--- src/hw/rtl/pae_pkg.sv ---
// shared types and constants for the per-key adsr envelope block
// no dependencies

package pae_pkg;

    localparam int NUM_KEYS    = 256;
    localparam int KEY_W       = 8;
    localparam int VEL_W       = 8;
    localparam int LEVEL_W     = 8;
    localparam int PHASE_W     = 3;
    localparam int SETTING_W   = 8;
    localparam int CFG_IDX_W   = 2;
    localparam int QUEUE_DEPTH = 2;

    // only keys reachable by the index field get storage
    localparam int MEM_DEPTH = (NUM_KEYS < (1 << KEY_W)) ? NUM_KEYS : (1 << KEY_W);
    localparam int ADDR_W    = (MEM_DEPTH > 1) ? $clog2(MEM_DEPTH) : 1;

    typedef enum logic [CFG_IDX_W-1:0] {
        CFG_ATTACK  = 2'd0,
        CFG_DECAY   = 2'd1,
        CFG_RELEASE = 2'd2
    } cfg_index_t;

    localparam logic [SETTING_W-1:0] ATTACK_RESET  = 8'd255;
    localparam logic [SETTING_W-1:0] DECAY_RESET   = 8'd128;
    localparam logic [SETTING_W-1:0] RELEASE_RESET = 8'd128;

    typedef enum logic [PHASE_W-1:0] {
        PH_REST    = 3'd0,
        PH_ATTACK  = 3'd1,
        PH_DECAY   = 3'd2,
        PH_SUSTAIN = 3'd3,
        PH_RELEASE = 3'd4
    } phase_t;

    typedef struct packed {
        logic [KEY_W-1:0] key_index;
        logic [VEL_W-1:0] note_velocity;
    } in_item_t;

    typedef struct packed {
        logic [LEVEL_W-1:0] level;
        logic [PHASE_W-1:0] phase_out;
    } out_item_t;

    // classified item as it waits in the queue
    typedef struct packed {
        logic [KEY_W-1:0] key_index;
        logic [VEL_W-1:0] note_velocity;
        logic             in_range;
    } job_t;

    // per-key stored envelope
    typedef struct packed {
        phase_t             phase;
        logic [LEVEL_W-1:0] level;
        logic [VEL_W-1:0]   peak;
    } env_word_t;

endpackage

--- src/hw/rtl/pae_back.sv ---
// back end: per-key state memory, envelope update and result register
// depends on pae_pkg

module pae_back import pae_pkg::*; (
    input  logic                 aclk,
    input  logic                 aresetn,
    input  logic                 cfg_we,
    input  logic [CFG_IDX_W-1:0] cfg_index,
    input  logic [SETTING_W-1:0] cfg_data,
    input  logic                 q_valid,
    output logic                 q_ready,
    input  job_t                 q_job,
    output logic                 m_valid,
    input  logic                 m_ready,
    output out_item_t            m_data
);

    typedef enum logic {
        S_IDLE,
        S_CALC
    } state_t;

    state_t             state_reg;
    job_t               job_reg;
    logic               m_valid_reg;
    out_item_t          m_data_reg;
    logic [SETTING_W-1:0] attack_reg;
    logic [SETTING_W-1:0] decay_reg;
    logic [SETTING_W-1:0] release_reg;

    env_word_t          mem [MEM_DEPTH];
    logic [MEM_DEPTH-1:0] valid_reg;
    env_word_t          rd_word_reg;
    logic               rd_hit_reg;

    logic               pop;
    logic               out_free;
    logic               finish;
    logic               mem_we;
    logic [ADDR_W-1:0]  rd_addr;
    logic [ADDR_W-1:0]  wr_addr;
    env_word_t          cur;
    env_word_t          upd;

    assign q_ready  = (state_reg == S_IDLE);
    assign pop      = q_valid && q_ready;
    assign out_free = !m_valid_reg || m_ready;
    assign finish   = (state_reg == S_CALC) && out_free;
    assign mem_we   = finish && job_reg.in_range;
    assign rd_addr  = q_job.key_index[ADDR_W-1:0];
    assign wr_addr  = job_reg.key_index[ADDR_W-1:0];
    assign cur      = rd_hit_reg ? rd_word_reg : '0;
    assign m_valid  = m_valid_reg;
    assign m_data   = m_data_reg;

    // one tick of the envelope
    always_comb begin
        logic [LEVEL_W:0]   sum;
        logic [LEVEL_W-1:0] rise;
        logic [LEVEL_W-1:0] dfall;
        logic [LEVEL_W-1:0] rfall;
        logic [LEVEL_W-1:0] floor_lvl;
        logic               held;
        rise      = LEVEL_W'(attack_reg >> 1);
        dfall     = LEVEL_W'(decay_reg >> 4);
        rfall     = LEVEL_W'(release_reg >> 1);
        floor_lvl = cur.peak >> 1;
        held      = (job_reg.note_velocity != '0);
        sum       = {1'b0, cur.level} + {1'b0, rise};
        upd       = cur;
        case (cur.phase)
            PH_ATTACK: begin
                if (cur.level < cur.peak) begin
                    upd.level = (sum > {1'b0, cur.peak}) ? cur.peak : sum[LEVEL_W-1:0];
                end else begin
                    upd.phase = PH_DECAY;
                end
            end
            PH_DECAY: begin
                if ({cur.level, 1'b0} > {1'b0, cur.peak}) begin
                    if ({1'b0, cur.level} >= ({1'b0, floor_lvl} + {1'b0, dfall})) begin
                        upd.level = cur.level - dfall;
                    end else begin
                        upd.level = floor_lvl;
                    end
                end else begin
                    upd.phase = PH_SUSTAIN;
                end
            end
            PH_SUSTAIN: begin
                if (!held) begin
                    upd.phase = PH_RELEASE;
                end
            end
            PH_RELEASE: begin
                if (held) begin
                    upd.phase = PH_ATTACK;
                    upd.peak  = job_reg.note_velocity;
                end else if (cur.level != '0) begin
                    upd.level = (cur.level > rfall) ? cur.level - rfall : '0;
                end else begin
                    upd.phase = PH_REST;
                    upd.peak  = '0;
                end
            end
            default: begin
                upd.phase = PH_REST;
                if (held) begin
                    upd.phase = PH_ATTACK;
                    upd.peak  = job_reg.note_velocity;
                end
            end
        endcase
    end

    always_ff @(posedge aclk) begin
        if (!aresetn) begin
            state_reg   <= S_IDLE;
            m_valid_reg <= 1'b0;
            attack_reg  <= ATTACK_RESET;
            decay_reg   <= DECAY_RESET;
            release_reg <= RELEASE_RESET;
        end else begin
            if (cfg_we) begin
                case (cfg_index)
                    CFG_ATTACK:  attack_reg  <= cfg_data;
                    CFG_DECAY:   decay_reg   <= cfg_data;
                    CFG_RELEASE: release_reg <= cfg_data;
                    default:     ;
                endcase
            end
            if (finish) begin
                m_valid_reg <= 1'b1;
            end else if (m_ready) begin
                m_valid_reg <= 1'b0;
            end
            case (state_reg)
                S_IDLE: begin
                    if (pop) begin
                        job_reg   <= q_job;
                        state_reg <= S_CALC;
                    end
                end
                S_CALC: begin
                    if (out_free) begin
                        if (job_reg.in_range) begin
                            m_data_reg.level     <= upd.level;
                            m_data_reg.phase_out <= upd.phase;
                        end else begin
                            m_data_reg <= '0;
                        end
                        state_reg <= S_IDLE;
                    end
                end
                default: state_reg <= S_IDLE;
            endcase
        end
    end

    always_ff @(posedge aclk) begin
        if (!aresetn) begin
            valid_reg <= '0;
        end else if (mem_we) begin
            valid_reg[wr_addr] <= 1'b1;
        end
    end

    always_ff @(posedge aclk) begin
        if (mem_we) begin
            mem[wr_addr] <= upd;
        end
        if (pop) begin
            rd_word_reg <= mem[rd_addr];
            rd_hit_reg  <= valid_reg[rd_addr] && q_job.in_range;
        end
    end

    a_calc_after_pop: assert property (@(posedge aclk) disable iff (!aresetn)
        pop |=> (state_reg == S_CALC))
        else $error("no update cycle after job pop");

    a_write_in_calc: assert property (@(posedge aclk) disable iff (!aresetn)
        mem_we |-> (state_reg == S_CALC) && out_free)
        else $error("state write outside update cycle");

    a_phase_legal: assert property (@(posedge aclk) disable iff (!aresetn)
        m_valid_reg |-> (m_data_reg.phase_out <= PH_RELEASE))
        else $error("result phase code out of range");

    a_out_of_range_zero: assert property (@(posedge aclk) disable iff (!aresetn)
        (finish && !job_reg.in_range) |=> (m_data_reg == '0))
        else $error("out of range key gave nonzero result");

    a_no_pop_while_busy: assert property (@(posedge aclk) disable iff (!aresetn)
        (state_reg == S_CALC) |-> !pop)
        else $error("job popped while update pending");

endmodule

--- config.mk ---
export PLATFORM = sky130hd
export DESIGN_NAME = pae_back
export DESIGN_NICKNAME = d
export VERILOG_FILES = /design/src/hw/rtl/pae_pkg.sv /design/src/hw/rtl/pae_back.sv
export SDC_FILE = /design/constraint.sdc
export NUM_CORES = 2
export LEC_CHECK = 0
export BUFFER_PORTS_ARGS = -buffer_cell sky130_fd_sc_hd__buf_2
export CORE_ASPECT_RATIO = 1.25
export CORE_MARGIN = 2
export CORE_UTILIZATION = 54
export DETAILED_ROUTE_END_ITERATION = 16
export HOLD_SLACK_MARGIN = 0.02
export PLACE_DENSITY = 0.78
export SLEW_MARGIN = 20
export SYNTH_ARGS = -nofsm -noshare
export SYNTH_HDL_FRONTEND = slang
export SYNTH_MEMORY_MAX_BITS = 65536
export SYNTH_SLANG_ARGS = --single-unit
export TNS_END_PERCENT = 30
--- constraint.sdc ---
create_clock -name aclk -period 32.2 [get_ports aclk]
set_input_delay 6.44 -clock aclk [delete_from_list [all_inputs] [get_ports aclk]]
set_output_delay 6.44 -clock aclk [all_outputs]
set_load 0.02 [all_outputs]
==> out/metrics.cfg <==
[grt]
antenna_found_initial=37
grt_pass1_vias=99770
grt_usage_pct=28.35
gr-total-overflow=0
grt_max_degree=257
grt_pass1_wl_um=751100

[routing]
via_count=97460
detail-route-antenna-nets=0
first_pass_iters=11
initialDrtViolationCount=15410
drcViolationCount=0
via_per_inst=6.871
totalWireLength_um=534700
wl_per_cell_um=37.70

[critical_path]
worstPathArrival_ns=13.31
crit_start=q_job[9]
cp-endpoint=rd_word_reg[3]
r2r_setup_slack_ns=24.16
ff2ff_path_depth=21
crit_type=input pin to flop
endpoint_kind=flop
required_ns=32.89
start_kind=input pin
r2r_start=rd_hit_reg
cp_max_fo=90
worstReg2RegEnd=mem[41][15]

[logic_synthesis]
synth_top_family_by_area=multiplexers
async_flop_share_pct=0
muxShareOfSynthArea_pct=18.96
ys_ff_latch=5188
synth_compound_area_share_pct=1.766
synth_area_leaders=edfxtp_1, mux4_2, dfxtp_1, o21a_1, clkbuf_1
yosysMostFrequentCell=edfxtp_1
yosysWarnings=0
yosys.area_share.adder_pct=0.2531
syn_area_mm2=0.1997
syn-num-nets=8573
seq_area_frac_synth_pct=76.62
syn_area_per_cell_um2=23.49
syn_inst=8504
yosysTopAreaCellShare_pct=73.85
synth_common_cells=edfxtp_1, mux4_2, clkbuf_1
ys.flop_type=edfxtp_1
synth_cell_types=73
synthSimpleGateAreaFrac_pct=1.239
synth_edf_count=4912
synth_xor_area_share_pct=0.1297
synth_top_cell_by_area=edfxtp_1

[final_layout]
drive_gt1_share_pct=33.56
post-route-util_pct=60.75
regArea_mm2=0.1530
n_fill_cell=23060
finalNetCount=8964
multi_input_area_mm2=0.04571
area_growth_pct=11.92
largest_reg_flops=4864

[power_and_ir_drop]
seqPwrFrac_pct=53.9
p_leak_nw=70.33
p_sw_w=0.002970
internal-power_w=0.01084
swShare_pct=21.51
irDropWorstVdd_v=0.00004987
p_comb_share_pct=5.5
cellPowerDensity_mw_per_mm2=61.78
clkPwrFrac_pct=40.6

[clocking]
post-cts-setup-buffers=0
cts_sinks=5188
numCtsBuffers=447
cts_root_buf=clkbuf_16
cts_resized=0
postCtsHoldBufs=0
worstSkewPairLatency_ns=0.98
path_clk_slew_ns=0.06
cts_buffer_depth=4
h-tree-depth=5
cts_tree=yes

[floorplan]
die_w_um=548.0
fp.coreArea_mm2=0.3679
num_rows=249
die_h_um=683.9
initial_core_util_pct=54.28
die-area_mm2=0.3748
io-pin-count=45

[timing]
fin_setup_tns_ns=0
min_period_ns=12.62
rsz0062_at_grt=no
fin_worst_skew_ns=0.05455
slew_headroom_pct=15.94
fin_crit_sh_pct=39.19
final-setup-viol-count=0
tightest_slew_ns=1.258
slew_violations=0
fmax_mhz=79.25
hold_viol_final=0

[placement]
gp_congestion=0.9037
hpwl_um=279800
port_buffers=43

[outcome]
status=finished, final reports clean

[run]
cap_violations=0

[worst_hold_path]
min_path_type=flop to flop

==> routing by layer <==
layer | track usage (%) | wire, um | vias to the layer above | part of all wire, %
met3 | 6.054 | 60340 | 1479 | 11
met2 | 46.74 | 267700 | 7382 | 50
met4 | 16.31 | 36260 | 32 | 6.8
met5 | 0 | 250 | - | 0.047
met1 | 34.95 | 170200 | 51390 | 32
li1 | - | - | 37180 | -
==> final cells by class <==
type                       instances  share of cell area [%]
clock buffer                     537                   5.360
tap                             4894                   2.739
multi-input combinational       2807                   20.45
antenna                           16                 0.01791
timing repair buffer             413                   1.507
sequential                      5188                   68.46
clock inverter                   292                   1.403
inverter                          38                 0.06381
==> placed cells by master (no fill, tap or decap), types with 43 or more instances in the layout <==
cell type     n
mux4_2     1676
edfxtp_1   4912
clkbuf_1     60
dfxtp_1     276
clkinv_2    107
a21oi_1      43
o21a_1      261
nor2_2      225
a22oi_1      55
clkinv_1     66
bufinv_16    60
buf_4       345
clkbuf_16   461
nand2_1     106
==> worst min path at each step <==
stage,startpoint,endpoint,cells past startpoint
CTS,valid_reg[131],valid_reg[131],1
floorplan,valid_reg[102],valid_reg[102],1
finish,valid_reg[131],valid_reg[131],1
global placement,valid_reg[154],valid_reg[154],1
detailed placement,valid_reg[131],valid_reg[131],1
global route,valid_reg[166],valid_reg[166],1
==> per-stage QoR <==
stage,std cells,hold WS (ns),worst slack (ns),cell area [um^2],total power (W)
after floorplan,8504,0.4354,18.56,199700,0.008108
after global placement,13330,0.4408,18.77,208100,0.008287
after detailed placement,13330,0.4484,18.72,208100,0.008315
after CTS,14160,0.4627,19.64,223200,0.01381
after global routing,14170,0.4747,19.06,223500,0.01406
final,14190,0.4649,19.58,223500,0.01381
==> cell families (layout without fill, tap and decap cells) <==
logic type      count (synthesis)  in the layout
mux                          1687           1687
buf+inv                       509           1280
simple gates                  563            563
xor+xnor                       28             28
other cells                     0             16
fa+ha+maj                      41             41
compound gates                488            488
flops                        5188           5188
==> power groups by stage <==
| stage | Combinational (W) | Clock, W | Sequential (W) |
|---|---|---|---|
| floorplan | 0.000450 | 0 | 0.00766 |
| global placement | 0.000700 | 0 | 0.00759 |
| detailed placement | 0.000727 | 0 | 0.00759 |
| CTS | 0.000741 | 0.00562 | 0.00744 |
| global route | 0.000785 | 0.00584 | 0.00744 |
| finish | 0.000762 | 0.00561 | 0.00744 |
==> worst max-delay path: stages <==
cell and delay (ns):
buf_12 0.49, buf_4 0.79, buf_4 0.75, buf_4 0.87, buf_4 0.90, mux4_2 0.66
mux4_2 0.53, mux4_2 0.52, a22oi_1 0.82, nand2_1 0.16
No activity file was read; power rests on OpenSTA's default activity.
