**config.mk**
```make
export PLATFORM = sky130hd
export DESIGN_NAME = pae_queue
export DESIGN_NICKNAME = d
export VERILOG_FILES = /design/src/hw/rtl/pae_pkg.sv /design/src/hw/rtl/pae_queue.sv
export SDC_FILE = /design/constraint.sdc
export NUM_CORES = 1
export LEC_CHECK = 0
export BUFFER_PORTS_ARGS = -buffer_cell sky130_fd_sc_hd__buf_2
export CAP_MARGIN = 5
export CORE_AREA = 2 2 58 55
export DETAILED_ROUTE_END_ITERATION = 7
export DIE_AREA = 0 0 60 57
export PLACE_DENSITY = 0.86
export SLEW_MARGIN = 20
export SYNTH_ARGS = -nofsm -noshare
export SYNTH_HDL_FRONTEND = slang
export SYNTH_SLANG_ARGS = --single-unit
```
**constraint.sdc**
```tcl
create_clock -name aclk -period 4.1 [get_ports aclk]
set_input_delay 0.205 -clock aclk [delete_from_list [all_inputs] [get_ports aclk]]
set_output_delay 0.205 -clock aclk [all_outputs]
set_load 0.05 [all_outputs]
```
**src/hw/rtl/pae_pkg.sv**
```systemverilog
// shared types and constants for the per-key adsr envelope block
// no dependencies

package pae_pkg;

    localparam int NUM_KEYS    = 256;
    localparam int KEY_W       = 8;
    localparam int VEL_W       = 8;
    localparam int LEVEL_W     = 8;
    localparam int PHASE_W     = 3;
    localparam int SETTING_W   = 8;
    localparam int CFG_IDX_W   = 2;
    localparam int QUEUE_DEPTH = 2;

    // only keys reachable by the index field get storage
    localparam int MEM_DEPTH = (NUM_KEYS < (1 << KEY_W)) ? NUM_KEYS : (1 << KEY_W);
    localparam int ADDR_W    = (MEM_DEPTH > 1) ? $clog2(MEM_DEPTH) : 1;

    typedef enum logic [CFG_IDX_W-1:0] {
        CFG_ATTACK  = 2'd0,
        CFG_DECAY   = 2'd1,
        CFG_RELEASE = 2'd2
    } cfg_index_t;

    localparam logic [SETTING_W-1:0] ATTACK_RESET  = 8'd255;
    localparam logic [SETTING_W-1:0] DECAY_RESET   = 8'd128;
    localparam logic [SETTING_W-1:0] RELEASE_RESET = 8'd128;

    typedef enum logic [PHASE_W-1:0] {
        PH_REST    = 3'd0,
        PH_ATTACK  = 3'd1,
        PH_DECAY   = 3'd2,
        PH_SUSTAIN = 3'd3,
        PH_RELEASE = 3'd4
    } phase_t;

    typedef struct packed {
        logic [KEY_W-1:0] key_index;
        logic [VEL_W-1:0] note_velocity;
    } in_item_t;

    typedef struct packed {
        logic [LEVEL_W-1:0] level;
        logic [PHASE_W-1:0] phase_out;
    } out_item_t;

    // classified item as it waits in the queue
    typedef struct packed {
        logic [KEY_W-1:0] key_index;
        logic [VEL_W-1:0] note_velocity;
        logic             in_range;
    } job_t;

    // per-key stored envelope
    typedef struct packed {
        phase_t             phase;
        logic [LEVEL_W-1:0] level;
        logic [VEL_W-1:0]   peak;
    } env_word_t;

endpackage

```
**src/hw/rtl/pae_queue.sv**
```systemverilog
// short job queue between front end and back end
// depends on pae_pkg

module pae_queue import pae_pkg::*; (
    input  logic aclk,
    input  logic aresetn,
    input  logic push_valid,
    output logic push_ready,
    input  job_t push_job,
    output logic pop_valid,
    input  logic pop_ready,
    output job_t pop_job
);

    localparam int PTR_W = (QUEUE_DEPTH > 1) ? $clog2(QUEUE_DEPTH) : 1;
    localparam int CNT_W = $clog2(QUEUE_DEPTH + 1);

    job_t             slot_reg [QUEUE_DEPTH];
    logic [PTR_W-1:0] wr_ptr_reg;
    logic [PTR_W-1:0] rd_ptr_reg;
    logic [CNT_W-1:0] count_reg;
    logic             do_push;
    logic             do_pop;

    assign push_ready = (count_reg != CNT_W'(QUEUE_DEPTH));
    assign pop_valid  = (count_reg != '0);
    assign pop_job    = slot_reg[rd_ptr_reg];
    assign do_push    = push_valid && push_ready;
    assign do_pop     = pop_valid && pop_ready;

    function automatic logic [PTR_W-1:0] ptr_inc(input logic [PTR_W-1:0] p);
        ptr_inc = (p == PTR_W'(QUEUE_DEPTH - 1)) ? '0 : p + 1'b1;
    endfunction

    always_ff @(posedge aclk) begin
        if (!aresetn) begin
            wr_ptr_reg <= '0;
            rd_ptr_reg <= '0;
            count_reg  <= '0;
        end else begin
            if (do_push) begin
                wr_ptr_reg <= ptr_inc(wr_ptr_reg);
            end
            if (do_pop) begin
                rd_ptr_reg <= ptr_inc(rd_ptr_reg);
            end
            if (do_push && !do_pop) begin
                count_reg <= count_reg + 1'b1;
            end else if (do_pop && !do_push) begin
                count_reg <= count_reg - 1'b1;
            end
        end
    end

    always_ff @(posedge aclk) begin
        if (do_push) begin
            slot_reg[wr_ptr_reg] <= push_job;
        end
    end

endmodule

```
==> results of run 1 <==
==> power breakdown <==
group | internal, mW | total (mW) | leakage, nW | switching [mW]
Sequential | 0.500 | 0.546 | 0.359 | 0.0463
Clock | 0.0669 | 0.176 | 0.0293 | 0.109
Combinational | 0.148 | 0.463 | 0.279 | 0.315
Total | 0.714 | 1.18 | 0.667 | 0.470
==> routing by layer <==
metal | global-route usage [%] | routed length (um) | vias to the layer above
met5 | 0 | 0 | -
met4 | 7.62 | 15 | 0
met3 | 4.54 | 131 | 2
met2 | 24.2 | 1180 | 28
met1 | 15.3 | 961 | 383
li1 | - | - | 382
==> layout make-up <==
class,instances,area (sq um),share of cell area [%]
sequential,39,1120,64.0
multi-input combinational,35,330,18.8
timing repair buffer,39,195,11.1
tap,42,52.6,3.00
clock buffer,7,45.0,2.57
clock inverter,1,5.00,0.286
inverter,1,3.75,0.214
==> worst max-delay path: cells and delay by family (launching register included) <==
family / cells / cell delay, ns
buffers and inverters: 1 / 0.21
flip-flops: 1 / 0.82
multiplexers: 1 / 0.42
==> how the worst max path moves through the flow <==
stage / from / endpoint / slack [ns] / depth (start not counted)
3_3_place_gp: flip-flop / pop_job[10] / 2.48 / 2
3_5_place_dp: count_reg[0] / slot_reg[1][8] / 2.44 / 2
2_1_floorplan: count_reg[0] / count_reg[1] / 2.50 / 5
5_1_grt: flip-flop / pop_job[5] / 2.01 / 2
6_report: flip-flop / pop_job[7] / 2.12 / 2
4_1_cts: flip-flop / pop_job[10] / 2.10 / 2
==> logic make-up (layout without fill, tap and decap cells) <==
| kind of cell | after synthesis | in the layout | share of synthesized area, % |
|---|---|---|---|
| compound gates | 5 | 5 | 2.39 |
| xor+xnor | 3 | 3 | 1.79 |
| fa+ha+maj | 1 | 1 | 0.852 |
| buf+inv | 3 | 48 | 1.11 |
| flops | 39 | 39 | 76.4 |
| mux | 17 | 17 | 13.0 |
| simple gates | 9 | 9 | 4.43 |
==> layout by cell type (no fill, tap or decap) <==
cell type,n
buf_2,39
edfxtp_1,34
mux2_2,17
dfxtp_1,5
clkbuf_4,5
and2_1,4
xnor2_1,2
clkbuf_1,2
nand2b_4,1
or2_2,1
o21ai_1,1
and3_1,1
nand3b_1,1
inv_1,1
a21bo_2,1
a21boi_0,1
xor2_1,1
o21ai_0,1
or3_1,1
a21boi_1,1
ha_1,1
clkinv_2,1
==> summary.md, run 1 <==
| Metric | Value |
|---|---|
| Status | completed |
| Routed Wire Length | 2290 um |
| Hold crit path type | input pin to flip-flop |
| Dpl ws | 2.44 ns |
| Synth Register Bits | 39 |
| Crit-path max cell delay | 0.82 ns |
| Syn-to-layout area delta | 19.4% |
| Post_cts resized | 0 |
| Via/cell ratio | 4.85 |
| Core Box Area | 0.00288 sq mm |
| Die Width | 60 um |
| Final Max Slew Viols | 0 |
| Setup repair bufs after CTS | 0 |
| RSZ-0062 raised after global routing | false |
| Initial antenna violation count | 0 |
| Fin crit period | 1.98 ns |
| Power, Total | 1.18 mW |
| Setup Skew | 0.00725 ns |
| Syn_area_per_cell | 19.1 sq um |
| Worst setup margin | 2.12 ns |
| Worst-case clock buffer depth | 2 |
| GRT Overall Usage | 14.2% |
| Crit path max fanout | 17 |
| Die ar. | 0.00342 sq mm |
| Clk_lat worst skew | 0.32 ns |
| Post-synth EDFFs | 34 |
| DRC | 0 |
| Worst slew margin | 49.2% |
| Hold_ws | 0.0614 ns |
| Area leader, netlist | edfxtp_1 |
| CTS tree | done |
| Vias in the first global route | 790 |
| Worst-path clk slew | 0.10 ns |
| Max reg flops | 34 |
| Hold endpoint | slot_reg[0][8] |
| Setup TNS | 0 ns |
| Fraction of registers with async set/reset | 0% |
| Final Hold Viols | 0 |
| Post-synth net total | 99 |
| Post-synth top flop | edfxtp_1 |
| R2R Setup Slk | 2.45 ns |
| Starting Density | 51.0% |
| GR Overflow Total | 0 |
| Crit. End Element | primary output |
| Starting DRT DRC Count | 13 |
| Peak VDD IR | 0.000455 V |
| Post-synth top area share | 69.6% |
| Dpl cell area | 0.00170 sq mm |
| Number of max-cap violations | 0 |
| Fin crit share | 48.3% |
| Root buffer cell | clkbuf_4 |
| Worst-Margin Slew | 0.761 ns |
| WL/cell | 14.0 um |
| Final setup vio count | 0 |
| Post-Layout Inst Area | 0.00175 sq mm |
| Crit path DAT | 1.78 ns |
| Worst r2r src | count_reg[0] |
| Setup CP Type | flip-flop to primary output |
| # port buffers | 39 |
| Post-CTS Hold Buffers | 0 |
| HPWL after detailed placement | 1590 um |
| H-Tree Depth | 2 |
| Nets@finish | 143 |
| Cell Count, Final, Fillers Out | 164 |
| Post-Syn Area | 0.00147 sq mm |
| Cells along the critical path | mux2_2, buf_2 |
| DRT antenna net count | 0 |
| Final Core Density | 60.9% |
| Cts bufs inserted | 5 |
| Post-Synthesis Cells | 77 |
| Clock sink count | 39 |
| Drt pass-1 iters | 4 |
| CP Data Required Time | 3.89 ns |
| First-pass GRT wire length | 3410 um |
| Post-synth top cells | 34 x edfxtp_1, 17 x mux2_2, 5 x dfxtp_1 |
| Power Dens Cells | 676 mW/mm^2 |
| R2R depth | 2 |
| Routability cong. | 0.730 |
| Netlist cell types | 20 |
| Vias | 795 |
| Die H | 57 um |
| Synthesis Warnings | 0 |
| Ports | 40 |
| Top post-synthesis cells by area | edfxtp_1 70%, mux2_2 13%, dfxtp_1 6.8% |
| Layout cells sized above 1 | 53.3% |
| Worst hold path stage count | 1 |
| Seq/Total Area, Yosys | 76.4% |
| Most common cell in the netlist | edfxtp_1 |
| Crit start category | flip-flop |
| Largest net degree at the start of global routing | 18 |
| Pleak | 0.667 nW |
| Reg2Reg Capture Point | slot_reg[1][7] |
| CP max stage cell | dfxtp_1 |
| Fill cells | 219 |
| # rows | 19 |
| Min-delay src | push_job[8] |
| Antenna diodes | 0 |
| Placed Cells | 156 |
| Max frequency | 0.505 GHz |
(Power assumes the default switching activity.)
==> inputs of run 2 (changes only) <==
- CORE_AREA: 2 2 58 55 -> 2 2 64 60
- DIE_AREA: 0 0 60 57 -> 0 0 66 62
- PLACE_DENSITY: 0.86 -> 0.76
- clock period: 4.1 -> 1.8 ns (I/O delays scaled with it)
==> run 2 against run 1 <==
Against the previous run: clock skew shrank 0.0032 ns; global-route usage shrank 2.2 points; critical path depth grew 3; flip-flop and latch count is the same.
==> summary.md, run 2 (synthesized netlist as in run 1, its figures left out) <==
| Metric | Value |
|---|---|
| Setup Skew | 0.00410 ns (-0.00315 ns) |
| Power Dens Cells | 1470 mW/mm^2 (+120%) |
| Starting Density | 41.7% (-9.3 points) |
| Final setup vio count | 0 (unchanged) |
| Max reg flops | 34 (unchanged) |
| P_int | 1.80 mW (+150%) |
| Nets@finish | 162 (+13%) |
| Layout cells sized above 1 | 48.9% (-4.3 points) |
| Gate power share | 40.2% (+1.1 points) |
| Routability cong. | 0.672 (-7.9%) |
| Status | completed |
| Die H | 62 um (+8.8%) |
| Initial antenna violation count | 0 (unchanged) |
| Dpl cell area | 0.00174 sq mm (+2.1%) |
| H-Tree Depth | 2 (unchanged) |
| R2R Setup Slk | 0.17 ns (-2.28 ns) |
| First-pass GRT wire length | 3480 um (+2.0%) |
| CTS tree | done |
| Core Box Area | 0.00352 sq mm (+22%) |
| WL/cell | 12.9 um (-7.3%) |
| Min-delay src | push_job[0] |
| Fin crit share | 90.8% |
| Crit path max fanout | 5 (-12) |
| Hold endpoint | slot_reg[0][0] |
| # rows | 21 (+2) |
| Cts bufs inserted | 5 (unchanged) |
| RSZ-0062 raised after global routing | false |
| Hold crit path type | input pin to flip-flop |
| Final Hold Viols | 0 (unchanged) |
| Clk_lat worst skew | 0.28 ns (-0.04 ns) |
| Syn-to-layout area delta | 34.2% |
| Via/cell ratio | 4.60 (-5.1%) |
| Starting DRT DRC Count | 32 (+19) |
| Clock sink count | 39 (unchanged) |
| HPWL after detailed placement | 1670 um (+4.6%) |
| DRT antenna net count | 0 (unchanged) |
| CP Data Required Time | 2.00 ns (-1.89 ns) |
| Pleak | 0.763 nW (+14%) |
| GRT Overall Usage | 12.0% (-2.2 points) |
| Drt pass-1 iters | 3 (-1) |
| Reg2Reg Capture Point | count_reg[1] |
| R2R depth | 5 (+3) |
| Crit. End Element | flip-flop |
| Final Max Slew Viols | 0 (unchanged) |
| Setup TNS | 0 ns (unchanged) |
| Antenna diodes | 0 (unchanged) |
| Crit start category | flip-flop |
| Net switching power | 1.10 mW (+130%) |
| Worst-Margin Slew | 0.255 ns (-0.506 ns) |
| Most common cell after layout, fill and taps aside | buf_2 |
| Crit path DAT | 1.84 ns (+0.06 ns) |
| Vias | 860 (+8.2%) |
| Worst-path clk slew | 0.07 ns (-0.03 ns) |
| Fill cells | 288 (+32%) |
| Clock power share | 18.5% (+3.7 points) |
| Vias in the first global route | 835 (+5.7%) |
| Worst hold path stage count | 1 (unchanged) |
| Die Width | 66 um (+10%) |
| DRC | 0 (unchanged) |
| Largest net degree at the start of global routing | 18 (unchanged) |
| Worst slew margin | 83.1% (+34 points) |
| Max frequency | 0.612 GHz |
| Worst-case clock buffer depth | 2 (unchanged) |
| Number of max-cap violations | 0 (unchanged) |
| Peak VDD IR | 0.000840 V (+85%) |
| Most frequent cells in the layout | 39 x buf_2, 34 x edfxtp_1, 17 x mux2_2 |
| # port buffers | 39 (unchanged) |
| Die ar. | 0.00409 sq mm (+20%) |
| Root buffer cell | clkbuf_8 |
| Setup CP Type | flip-flop to flip-flop |
| Routed Wire Length | 2420 um (+5.7%) |
| Ports | 40 (unchanged) |
| Register area | 0.00112 sq mm (unchanged) |
| Post-Layout Inst Area | 0.00197 sq mm (+12%) |
| Multi-input gate area | 330 sq um (unchanged) |
| Worst r2r src | count_reg[0] |
| Switching share of power | 38.0% (-1.7 points) |
| Sequential share of power | 41.3% (-4.8 points) |
| Fin crit period | 1.63 ns |
| GR Overflow Total | 0 (unchanged) |
-- run 2: cell types whose count changed in the layout (fill, tap and decap cells not counted), sizes merged --
cell         before  now
dlygate4sd3       0   15
buf              39   43
-- run 2: area by class of cell --
type / count / area share, %
sequential: 39 / 56.9
timing repair buffer: 58 / 19.1
multi-input combinational: 35 / 16.8
clock buffer: 7 / 3.88
tap: 46 / 2.92
clock inverter: 1 / 0.254
inverter: 1 / 0.191
-- run 2: metal layers --
metal | wire length [um] | up-vias | track usage (%)
met5 | 0 | - | 0
met4 | 15 | 0 | 5.25
met3 | 138 | 2 | 5.41
met2 | 1270 | 25 | 22.1
met1 | 991 | 416 | 11.9
li1 | - | 417 | -
-- run 2: per-stage QoR --
stage          power [mW]  setup slack [ns]  hold slack (ns)  util, %  instances
2_1_floorplan        2.11             0.200            0.189        -         77
3_3_place_gp         2.33             0.296            0.280     49.4        164
3_5_place_dp         2.37             0.150            0.283     49.4        164
4_1_cts              2.92             0.130        0.0000248     54.5        182
5_1_grt              3.03            0.0914          0.00466     55.9        187
6_report             2.90             0.166           0.0102     55.9        187
-- run 2: critical path, cell delays in order (launching register included) --
cell and delay, ns:
dfxtp_1 0.36, nand2b_4 0.18, and2_1 0.16, ha_1 0.32
or3_1 0.37, a21boi_1 0.17
-- run 2: worst max-delay path by stage --
stage	startpoint	endpoint	slack [ns]	depth (start not counted)
CTS	count_reg[0]	count_reg[1]	0.13	5
global placement	count_reg[0]	count_reg[1]	0.30	5
finish	count_reg[0]	count_reg[1]	0.17	5
detailed placement	count_reg[0]	count_reg[1]	0.15	5
global route	count_reg[0]	count_reg[1]	0.09	5
floorplan	count_reg[0]	count_reg[1]	0.20	5
-- run 2: power groups by stage --
stage	Clock [mW]	Combinational [mW]	Sequential (mW)
2_1_floorplan	0	0.914	1.20
3_3_place_gp	0	1.13	1.20
3_5_place_dp	0	1.15	1.22
4_1_cts	0.555	1.17	1.20
5_1_grt	0.595	1.23	1.21
6_report	0.537	1.16	1.20
-- run 2: repair_timing --
| item | CTS | global route |
|---|---|---|
| endpoints found under the setup margin | 0 | 0 |
| endpoints found under the hold margin | 20 | 10 |
| hold buffers | 10 | 5 |
| gates resized for setup | 0 | 0 |
| setup buffers | 0 | 0 |
