==> config.mk <==
export PLATFORM = sky130hd
export DESIGN_NAME = pae_front
export DESIGN_NICKNAME = d
export VERILOG_FILES = /design/src/hw/rtl/pae_pkg.sv /design/src/hw/rtl/pae_front.sv
export SDC_FILE = /design/constraint.sdc
export NUM_CORES = 1
export LEC_CHECK = 0
export ABC_CLOCK_PERIOD_IN_PS = 2100
export BUFFER_PORTS_ARGS = -buffer_cell sky130_fd_sc_hd__buf_2
export CORE_MARGIN = 2
export CORE_UTILIZATION = 40
export DETAILED_ROUTE_END_ITERATION = 10
export GPL_ROUTABILITY_DRIVEN = 0
export GPL_TIMING_DRIVEN = 1
export PLACE_DENSITY = 0.79
export REMOVE_ABC_BUFFERS = 1
export SLEW_MARGIN = 20
export SYNTH_ARGS = -nofsm -noshare
export SYNTH_HDL_FRONTEND = slang
export SYNTH_SLANG_ARGS = --single-unit
==> constraint.sdc <==
create_clock -name aclk -period 2.1 [get_ports aclk]
set_input_delay 0.42 -clock aclk [delete_from_list [all_inputs] [get_ports aclk]]
set_output_delay 0.42 -clock aclk [all_outputs]
set_load 0.05 [all_outputs]
==> src/hw/rtl/pae_pkg.sv <==
// shared types and constants for the per-key adsr envelope block
// no dependencies

package pae_pkg;

    localparam int NUM_KEYS    = 256;
    localparam int KEY_W       = 8;
    localparam int VEL_W       = 8;
    localparam int LEVEL_W     = 8;
    localparam int PHASE_W     = 3;
    localparam int SETTING_W   = 8;
    localparam int CFG_IDX_W   = 2;
    localparam int QUEUE_DEPTH = 2;

    // only keys reachable by the index field get storage
    localparam int MEM_DEPTH = (NUM_KEYS < (1 << KEY_W)) ? NUM_KEYS : (1 << KEY_W);
    localparam int ADDR_W    = (MEM_DEPTH > 1) ? $clog2(MEM_DEPTH) : 1;

    typedef enum logic [CFG_IDX_W-1:0] {
        CFG_ATTACK  = 2'd0,
        CFG_DECAY   = 2'd1,
        CFG_RELEASE = 2'd2
    } cfg_index_t;

    localparam logic [SETTING_W-1:0] ATTACK_RESET  = 8'd255;
    localparam logic [SETTING_W-1:0] DECAY_RESET   = 8'd128;
    localparam logic [SETTING_W-1:0] RELEASE_RESET = 8'd128;

    typedef enum logic [PHASE_W-1:0] {
        PH_REST    = 3'd0,
        PH_ATTACK  = 3'd1,
        PH_DECAY   = 3'd2,
        PH_SUSTAIN = 3'd3,
        PH_RELEASE = 3'd4
    } phase_t;

    typedef struct packed {
        logic [KEY_W-1:0] key_index;
        logic [VEL_W-1:0] note_velocity;
    } in_item_t;

    typedef struct packed {
        logic [LEVEL_W-1:0] level;
        logic [PHASE_W-1:0] phase_out;
    } out_item_t;

    // classified item as it waits in the queue
    typedef struct packed {
        logic [KEY_W-1:0] key_index;
        logic [VEL_W-1:0] note_velocity;
        logic             in_range;
    } job_t;

    // per-key stored envelope
    typedef struct packed {
        phase_t             phase;
        logic [LEVEL_W-1:0] level;
        logic [VEL_W-1:0]   peak;
    } env_word_t;

endpackage

==> src/hw/rtl/pae_front.sv <==
// front end: accepts input transactions and classifies the key index
// depends on pae_pkg

module pae_front import pae_pkg::*; (
    input  logic     aclk,
    input  logic     aresetn,
    input  logic     s_valid,
    output logic     s_ready,
    input  in_item_t s_data,
    output logic     q_valid,
    input  logic     q_ready,
    output job_t     q_job
);

    logic hold_valid_reg;
    job_t hold_reg;
    logic in_range;

    assign in_range = (32'(s_data.key_index) < 32'(NUM_KEYS));
    assign s_ready  = !hold_valid_reg || q_ready;
    assign q_valid  = hold_valid_reg;
    assign q_job    = hold_reg;

    always_ff @(posedge aclk) begin
        if (!aresetn) begin
            hold_valid_reg <= 1'b0;
        end else if (s_ready) begin
            hold_valid_reg <= s_valid;
        end
    end

    always_ff @(posedge aclk) begin
        if (s_valid && s_ready) begin
            hold_reg.key_index     <= s_data.key_index;
            hold_reg.note_velocity <= s_data.note_velocity;
            hold_reg.in_range      <= in_range;
        end
    end

endmodule

==> run metrics, run 1 <==
status completed; Final min period approximately 1400 ps; routed vias/inst 4.269; Worst EP required 1680 ps; Area growth syn-to-layout 40.55%; Cell Area, Synth approximately 550 µm²; first-pass GRT wire length 1.104 mm; Worst Skew 1.141 ps; final hold vios 0; CP Data Arrival Time between 900 and 1000 ps; per-cell routed wire length 11.44 µm; Buf+Inv Stages, Crit Path 1; DIE AREA 1686 µm²; Ports 39; Worst setup SP type register; initial antenna violation count 0; count leader, synth edfxtp_1; Max Slew Vio Count 0; worst setup path startpoint q_valid; register area share after synthesis 0.9112; DRT Pass-1 Iters 2; Vias 333; largest net degree at the start of global routing 17; fmax 724.5 MHz; Synth Area per Inst 23.88 µm²; Core Rows 13; # Post-CTS Setup Buffers 0; DRC Markers 0; final wirelength about 890 µm; Crit Reg-Reg Startpoint q_valid; Critical-path top delay cell dfxtp_1; top cells by area, synth edfxtp_1 87%, dfxtp_1 3.6%, nand2b_4 2.5%; RSZ-0062 raised after global routing no; maximum fanout along the worst path 3; Die Y 41.06 µm; stages on the worst setup path 2; share of layout cells above drive strength 1 0.6825; initial core utilization 0.4275; Crit path max-delay family flip-flops; Ant. Diodes 0; Tcrit/Tclk final 0.6573; post-cts resize count 0; H-tree Lvls 1; maximum vdd drop around 0.5 mV; asr flop ratio synth 0; clk slew on worst S/H paths 90 ps; Cell variety after synth 8; FF-to-FF End q_job[11]; Num CTS Buffers 3; worst reg-to-reg setup slack 1110 ps; hold_buf cts 0; chip width roughly 40 µm; Clock Sinks 17; total gr overflow 0; Routed Antenna Nets 0; share of the synthesized area in the top cell type 0.8747; cell taking the most area after synthesis edfxtp_1; CTS tree done; first-iteration detailed-routing DRC count 2; Crit Path Class register to primary output; number of synthesized flops with an enable pin 16; pwr dens 894.6 nW/µm²; Worst R2R Path Depth 2; Root Buffer clkbuf_4; global-route usage over all layers 0.1146; Max Cap Viol 0; Setup TNS 0 ps; Gate Count Post-Synth 23; vias in the first global route 282; Worst setup EP type primary output; cell leakage power 0.3471 nW; Crit path largest cell delay roughly 340 ps; Yosys Warn Count 0; FF+latch count, synth 17; core area 1285 µm²; # port buffers 37; Final Setup Violations 0; top_reg_cell synth edfxtp_1; clk_lat worst skew 280 ps; worst-path cell chain nand2b_4, buf_2; Finished Core Util 0.6008; Longest Clk Path Bufs 2; crit path to s_ready; final net count 84; Min-Delay Path Class input port to register
power by group:
| part | switching (mW) | total [mW] | internal [mW] | leakage [nW] |
|---|---|---|---|---|
| Combinational | 0.0931 | 0.123 | 0.0295 | 0.169 |
| Sequential | 0.00467 | 0.398 | 0.393 | 0.163 |
| Clock | 0.0963 | 0.170 | 0.0737 | 0.0150 |
| Total | 0.194 | 0.691 | 0.497 | 0.347 |
sequential cells by signal (all words and copies together) (netlist names):
| register | flops |
|---|---|
| q_job | 16 |
| q_valid | 1 |
routing by layer:
metal	wire length [µm]	vias up	global-route usage
li1	-	163	-
met1	316	145	0.09643
met2	468	23	0.1992
met3	101	2	0.04891
met4	6	0	0.1000
met5	0	-	0
cell type report:
type | count | area, µm²
Clock buffer | 4 | 26.28
Fill cell | 102 | 513.0
Inverter | 1 | 3.754
Multi-Input combinational cell | 4 | 37.54
Sequential cell | 17 | 500.5
Tap cell | 15 | 18.77
Timing Repair Buffer | 37 | 185.2
how the worst min path moves through the flow:
stage | startpoint | to | slack (ps) | cells after the start
floorplan | s_data[9] | q_job[10] | 520 | 0
detailed placement | q_valid | q_valid | 490 | 2
global placement | q_valid | q_valid | 490 | 2
finish | s_data[7] | q_job[8] | 310 | 1
CTS | s_data[2] | q_job[3] | 290 | 1
global route | s_data[13] | q_job[14] | 290 | 1
cell families after synthesis:
logic type             share of synthesized area
AOI/OAI and AO/OA                        0.02050
other                                   0.006827
DFF                                       0.9112
buffers and inverters                    0.02050
and+or+nand+nor                          0.04100
stage by stage:
step	instances	instance area [µm²]	setup WS [ps]	hold slack [ps]	power [mW]
floorplan	22	541.8	687.0	518.9	0.4938
global placement	74	745.7	814.4	490.0	0.5277
detailed placement	74	745.7	801.1	494.2	0.5303
CTS	78	772.0	702.3	292.4	0.7001
global route	78	772.0	667.4	289.2	0.7141
finish	78	772.0	719.6	305.0	0.6906
placed cells by master, fill, tap and decap left out, drive strengths merged:
cell and n:
inv 1, and2 1, edfxtp 16, a21boi 1, conb 1, buf 37, clkbuf 4, nand2b 1
dfxtp 1
Power figures use the tool's default switching activity.
==> inputs of run 2 (changes only) <==
- ABC_CLOCK_PERIOD_IN_PS: 2100 -> 1300
- CORE_UTILIZATION: 40 -> 37
- PLACE_DENSITY: 0.79 -> 0.74
- clock period: 2.1 -> 1.3 ns (I/O delays scaled with it)
==> run 2 against run 1 <==
  * Clock power grew 53%
  * Sequential power rose by 62%
  * Core utilization decreased by 2.9 points
  * Global-route usage is 0.91 points lower
  * Final area did not move
  * Non-clock buffer count stayed put
  * Via count increased by 0.90%
==> run metrics, run 2 (synthesized netlist as in run 1, its figures left out) <==
first-iteration detailed-routing DRC count 5 (+3); switching power total 300.0 µW (+55%); Longest Clk Path Bufs 2 (unchanged); Ports 39 (unchanged); DRT Pass-1 Iters 2 (unchanged); Vias 336 (+0.90%); total gr overflow 0 (unchanged); Core Rows 13 (unchanged); Die Y 42.53 µm (+3.6%); Final Setup Violations 0 (unchanged); final hold vios 0 (unchanged); Crit Reg-Reg Startpoint q_valid; Finished Core Util 0.5718 (-0.02895); CP Data Arrival Time 960 ps (about the same); global-route usage over all layers 0.1055 (-0.009129); Worst Skew 3.679 ps (+2.538 ps); crit path to s_ready; leading cell type in the layout, fill and taps excluded buf_2; sequential share of power 0.584 (+0.008); largest net degree at the start of global routing 17 (unchanged); vias in the first global route 338 (+20%); Worst EP required 1040 ps (-640 ps); worst setup path startpoint q_valid; # port buffers 37 (unchanged); # Post-CTS Setup Buffers 0 (unchanged); Worst setup EP type primary output; status completed; start point of the worst hold path s_data[15]; cell leakage power 0.3471 nW (unchanged); chip width 42.53 µm (+3.6%); non-filler cells, final 78 (unchanged); routed vias/inst 4.308 (+0.90%); hold_buf cts 0 (unchanged); post-cts resize count 0 (unchanged); Worst R2R Path Depth 2 (unchanged); clock share of power 0.236 (-0.010); clk_lat worst skew 270 ps (about the same); CTS tree done; Final min period 1216 ps; Crit Path Class register to primary output; Max Slew Vio Count 0 (unchanged); maximum vdd drop 0.9079 mV (+83%); Max Cap Viol 0 (unchanged); maximum fanout along the worst path 3 (unchanged); Pint 801.9 µW (+61%); Root Buffer clkbuf_4; Setup TNS 0 ps (unchanged); core area 1350 µm² (+5.1%); DRC Markers 0 (unchanged); combinational power share 0.180 (+0.002); clk slew on worst S/H paths 90 ps (about the same); cell total after placement 74 (unchanged); Min-Delay Path Class input port to register; initial core utilization 0.4069 (-0.02060); final net count 84 (unchanged); pwr dens 1427 nW/µm² (+60%); per-cell routed wire length 11.59 µm (+1.3%); Routed Antenna Nets 0 (unchanged); Num CTS Buffers 3 (unchanged); final wirelength 904 µm (+1.3%); first-pass GRT wire length 1.373 mm (+24%); Fillers 106 (+3.9%); fmax between 800 and 900 MHz; Area growth syn-to-layout 40.55% (unchanged); Tcrit/Tclk final 0.9358; most frequent cells in the layout 37 x buf_2, 16 x edfxtp_1, 3 x clkbuf_4; initial antenna violation count 0 (unchanged); FF-to-FF End q_job[9]; Clock Sinks 17 (unchanged); Net Sw Frac 0.2722 (-0.008770); DIE AREA 1809 µm² (+7.3%); RSZ-0062 raised after global routing no; hold depth 1 (unchanged); worst reg-to-reg setup slack 300 ps (-810 ps); Largest register FFs 16 (unchanged); Worst setup SP type register; H-tree Lvls 1 (unchanged); Ant. Diodes 0 (unchanged); share of layout cells above drive strength 1 0.6825 (unchanged)
run 2: power by group through the flow:
stage               Sequential, mW  Clock [mW]  Combinational (mW)
floorplan                    0.768           0              0.0296
global placement             0.655           0               0.198
detailed placement           0.657           0               0.200
CTS                          0.645       0.266               0.200
global route                 0.647       0.301               0.207
finish                       0.644       0.260               0.198
run 2: critical path, stage by stage, from the launching register on:
cell and delay, ps:
dfxtp_1 340, nand2b_4 80, buf_2 260
run 2: through the flow:
| step | hold slack, ps | instance area [µm²] | setup WS (ps) | total power [mW] |
|---|---|---|---|---|
| 3_5_place_dp | 438.4 | 745.7 | 248.7 | 0.8572 |
| 6_report | 154.8 | 772.0 | 83.51 | 1.102 |
| 5_1_grt | 132.7 | 772.0 | 47.60 | 1.154 |
| 3_3_place_gp | 438.2 | 745.7 | 263.3 | 0.8532 |
| 2_1_floorplan | 358.9 | 541.8 | -113.0 | 0.7977 |
| 4_1_cts | 148.6 | 772.0 | 76.32 | 1.111 |
run 2: area by class of cell:
class / instances / area [µm²] / area share
repair buffers: 37 / 185.2 / 0.2399
multi-input cells: 4 / 37.54 / 0.04862
clock buffers: 4 / 26.28 / 0.03404
inverters: 1 / 3.754 / 0.004862
well taps: 15 / 18.77 / 0.02431
flip-flops and latches: 17 / 500.5 / 0.6483
run 2: worst min-delay path by stage:
stage / to
global placement: q_job[12]
CTS: q_job[10]
global route: q_job[14]
floorplan: q_job[10]
finish: q_job[16]
detailed placement: q_job[10]
run 2: metal layers:
layer	share of wire	wire length, µm	up-vias	track usage
li1	-	-	162	-
met1	0.39	356	151	0.1246
met2	0.50	456	23	0.1692
met3	0.10	91	0	0.04741
met4	0	0	0	0.03750
met5	0	0	-	0
==> inputs of run 3 (changes only) <==
- CELL_PAD_IN_SITES_DETAIL_PLACEMENT: unset -> 0
- CELL_PAD_IN_SITES_GLOBAL_PLACEMENT: unset -> 1
- CORE_UTILIZATION: 37 -> 29
- PLACE_DENSITY: 0.74 -> unset
- PLACE_DENSITY_LB_ADDON: unset -> 0.1
==> run 3 against run 2 <==
  * Core utilization down 12 points
  * Sequential power about the same
  * Routed wire length down 4.0%
  * Die area up 25%
  * Via count down 0.30%
  * Maximum frequency down 1.0%
==> run metrics, run 3 (synthesized netlist as in run 1, its figures left out) <==
Max Cap Viol 0 (unchanged); cell total after placement 84 (+14%); Area growth syn-to-layout 43.05%; clk slew on worst S/H paths 100 ps (about the same); largest net degree at the start of global routing 17 (unchanged); busiest grt layer met2; Ports 39 (unchanged); Net Sw Frac 0.2791 (+0.006850); global-route usage over all layers 0.08465 (-0.02080); first-iteration detailed-routing DRC count 4 (-1); sequential share of power 0.582 (-0.002); final hold vios 0 (unchanged); Final Setup Violations 0 (unchanged); switching power total 308.6 µW (+2.9%); post-route cell area 785.8 µm² (+1.8%); combinational power share 0.179 (about the same); share of layout cells above drive strength 1 0.6984 (+0.01587); final net count 84 (unchanged); met3 Track Usage GR 0.03774 (-0.009678); worst reg-to-reg setup slack 300 ps (about the same); Crit Path Class register to primary output; initial antenna violation count 0 (unchanged); Core Rows 15 (+2); Crit path largest cell delay 350 ps (about the same); Worst Skew 7.536 ps (+3.858 ps); CP Data Arrival Time 970 ps (about the same); Worst EP required 1040 ps (about the same); DRC Markers 0 (unchanged); hold endpoint q_job[10]; final wirelength 868 µm (-4.0%); DRT Pass-1 Iters 3 (+1); Fillers 169 (+59%); first-pass GRT wire length 1.200 mm (-13%); Setup WS pre-CTS 251.6 ps (+2.917 ps); post-cts resize count 0 (unchanged); routed vias/inst 3.807 (-12%); vias in the first global route 294 (-13%); # port buffers 37 (unchanged); Largest register FFs 16 (unchanged); chip width 47.52 µm (+12%); sequential cell area 500.5 µm² (unchanged); RSZ-0062 raised after global routing no; per-cell routed wire length 9.864 µm (-15%); initial core utilization 0.3147 (-0.09216); core area 1745 µm² (+29%); Worst setup SP type register; worst-path cell chain nand2b_4, buf_2; H-tree Lvls 1 (unchanged); Placed Area 758.2 µm² (+1.7%); Num CTS Buffers 3 (unchanged); Crit path max-delay family flip-flops; fmax 813.8 MHz (-1.0%); status completed; Die Y 47.52 µm (+12%); Routed Antenna Nets 0 (unchanged); Worst setup EP type primary output; Pint 797.1 µW (-0.60%); Longest Clk Path Bufs 2 (unchanged); Vias 335 (-0.30%); Critical-path top delay cell dfxtp_1; Min-Delay Path Class input port to register; cell leakage power 0.3499 nW (+0.79%); grt met2 use 0.1297 (-0.03950); start point of the worst hold path s_data[9]; met1 Use GR 0.09046 (-0.03418); total gr overflow 0 (unchanged); Ant. Diodes 0 (unchanged); CTS tree done; Worst R2R Path Depth 2 (unchanged); leading cell type in the layout, fill and taps excluded buf_2; hold depth 1 (unchanged); Clock Sinks 17 (unchanged); Max Slew Vio Count 0 (unchanged); clock share of power 0.239 (+0.003); maximum fanout along the worst path 3 (unchanged); Crit Reg-Reg Startpoint q_valid; DIE AREA 2258 µm² (+25%); # Post-CTS Setup Buffers 0 (unchanged); non-filler cells, final 88 (+13%); FF-to-FF End q_job[16]; Final WS setup 71.19 ps (-12.32 ps); Root Buffer clkbuf_4; maximum vdd drop 0.6417 mV (-29%); pwr dens 1407 nW/µm² (-1.4%); Tcrit/Tclk final 0.9452 (+0.009479); hold_buf cts 0 (unchanged); Buf+Inv Stages, Crit Path 1 (unchanged); most frequent cells in the layout 37 x buf_2, 16 x edfxtp_1, 3 x clkbuf_4; clk_lat worst skew 280 ps (about the same); area occupied by multi-input gates 37.54 µm² (unchanged); Final min period 1229 ps (+12.32 ps)
## run 3: changes by cell type in the layout (fill, tap and decap cells not counted), sizes merged
cell	change
clkbuf	-1
clkinv	+1
## run 3: power by group through the flow
| stage | Sequential [mW] | Clock [mW] | Combinational [mW] |
|---|---|---|---|
| 2_1_floorplan | 0.768 | 0 | 0.0296 |
| 3_3_place_gp | 0.656 | 0 | 0.199 |
| 3_5_place_dp | 0.657 | 0 | 0.200 |
| 4_1_cts | 0.644 | 0.283 | 0.200 |
| 5_1_grt | 0.646 | 0.317 | 0.208 |
| 6_report | 0.644 | 0.265 | 0.197 |
## run 3: how the worst max path moves through the flow
stage            start        end  slack (ps)  cells past startpoint
2_1_floorplan  q_valid  q_job[10]        -110                      2
3_3_place_gp   q_ready  q_job[13]         260                      3
5_1_grt        q_valid    s_ready          10                      2
4_1_cts        q_valid    s_ready          60                      2
3_5_place_dp   q_ready  q_job[13]         250                      3
6_report       q_valid    s_ready          70                      2
## run 3: per-layer routing
metal,vias up,share of wire
met1,149,0.39
li1,162,-
met3,0,0.13
met4,0,0
met2,24,0.49
met5,-,0
## run 3: worst reg2reg max path: cells and delay by family, from the launching register on
kind / cells / cell delay (ps)
DFF: 1 / 350
and+or+nand+nor: 2 / 350
## run 3: area by class of cell
type | instances | share of cell area
Inverter | 1 | 0.004777
Multi-Input combinational cell | 4 | 0.04777
Timing Repair Buffer | 37 | 0.2357
Clock inverter | 1 | 0.006369
Clock buffer | 3 | 0.02866
Tap cell | 25 | 0.03981
Sequential cell | 17 | 0.6369
## run 3: through the flow
step	TNS (ps)	power, mW	hold WS, ps	utilization
floorplan	-1807	0.7977	358.9	-
global placement	0	0.8556	437.9	0.4344
detailed placement	0	0.8566	438.1	0.4344
CTS	0	1.127	130.7	0.4502
global route	0	1.171	114.2	0.4502
finish	0	1.106	144.2	0.4502
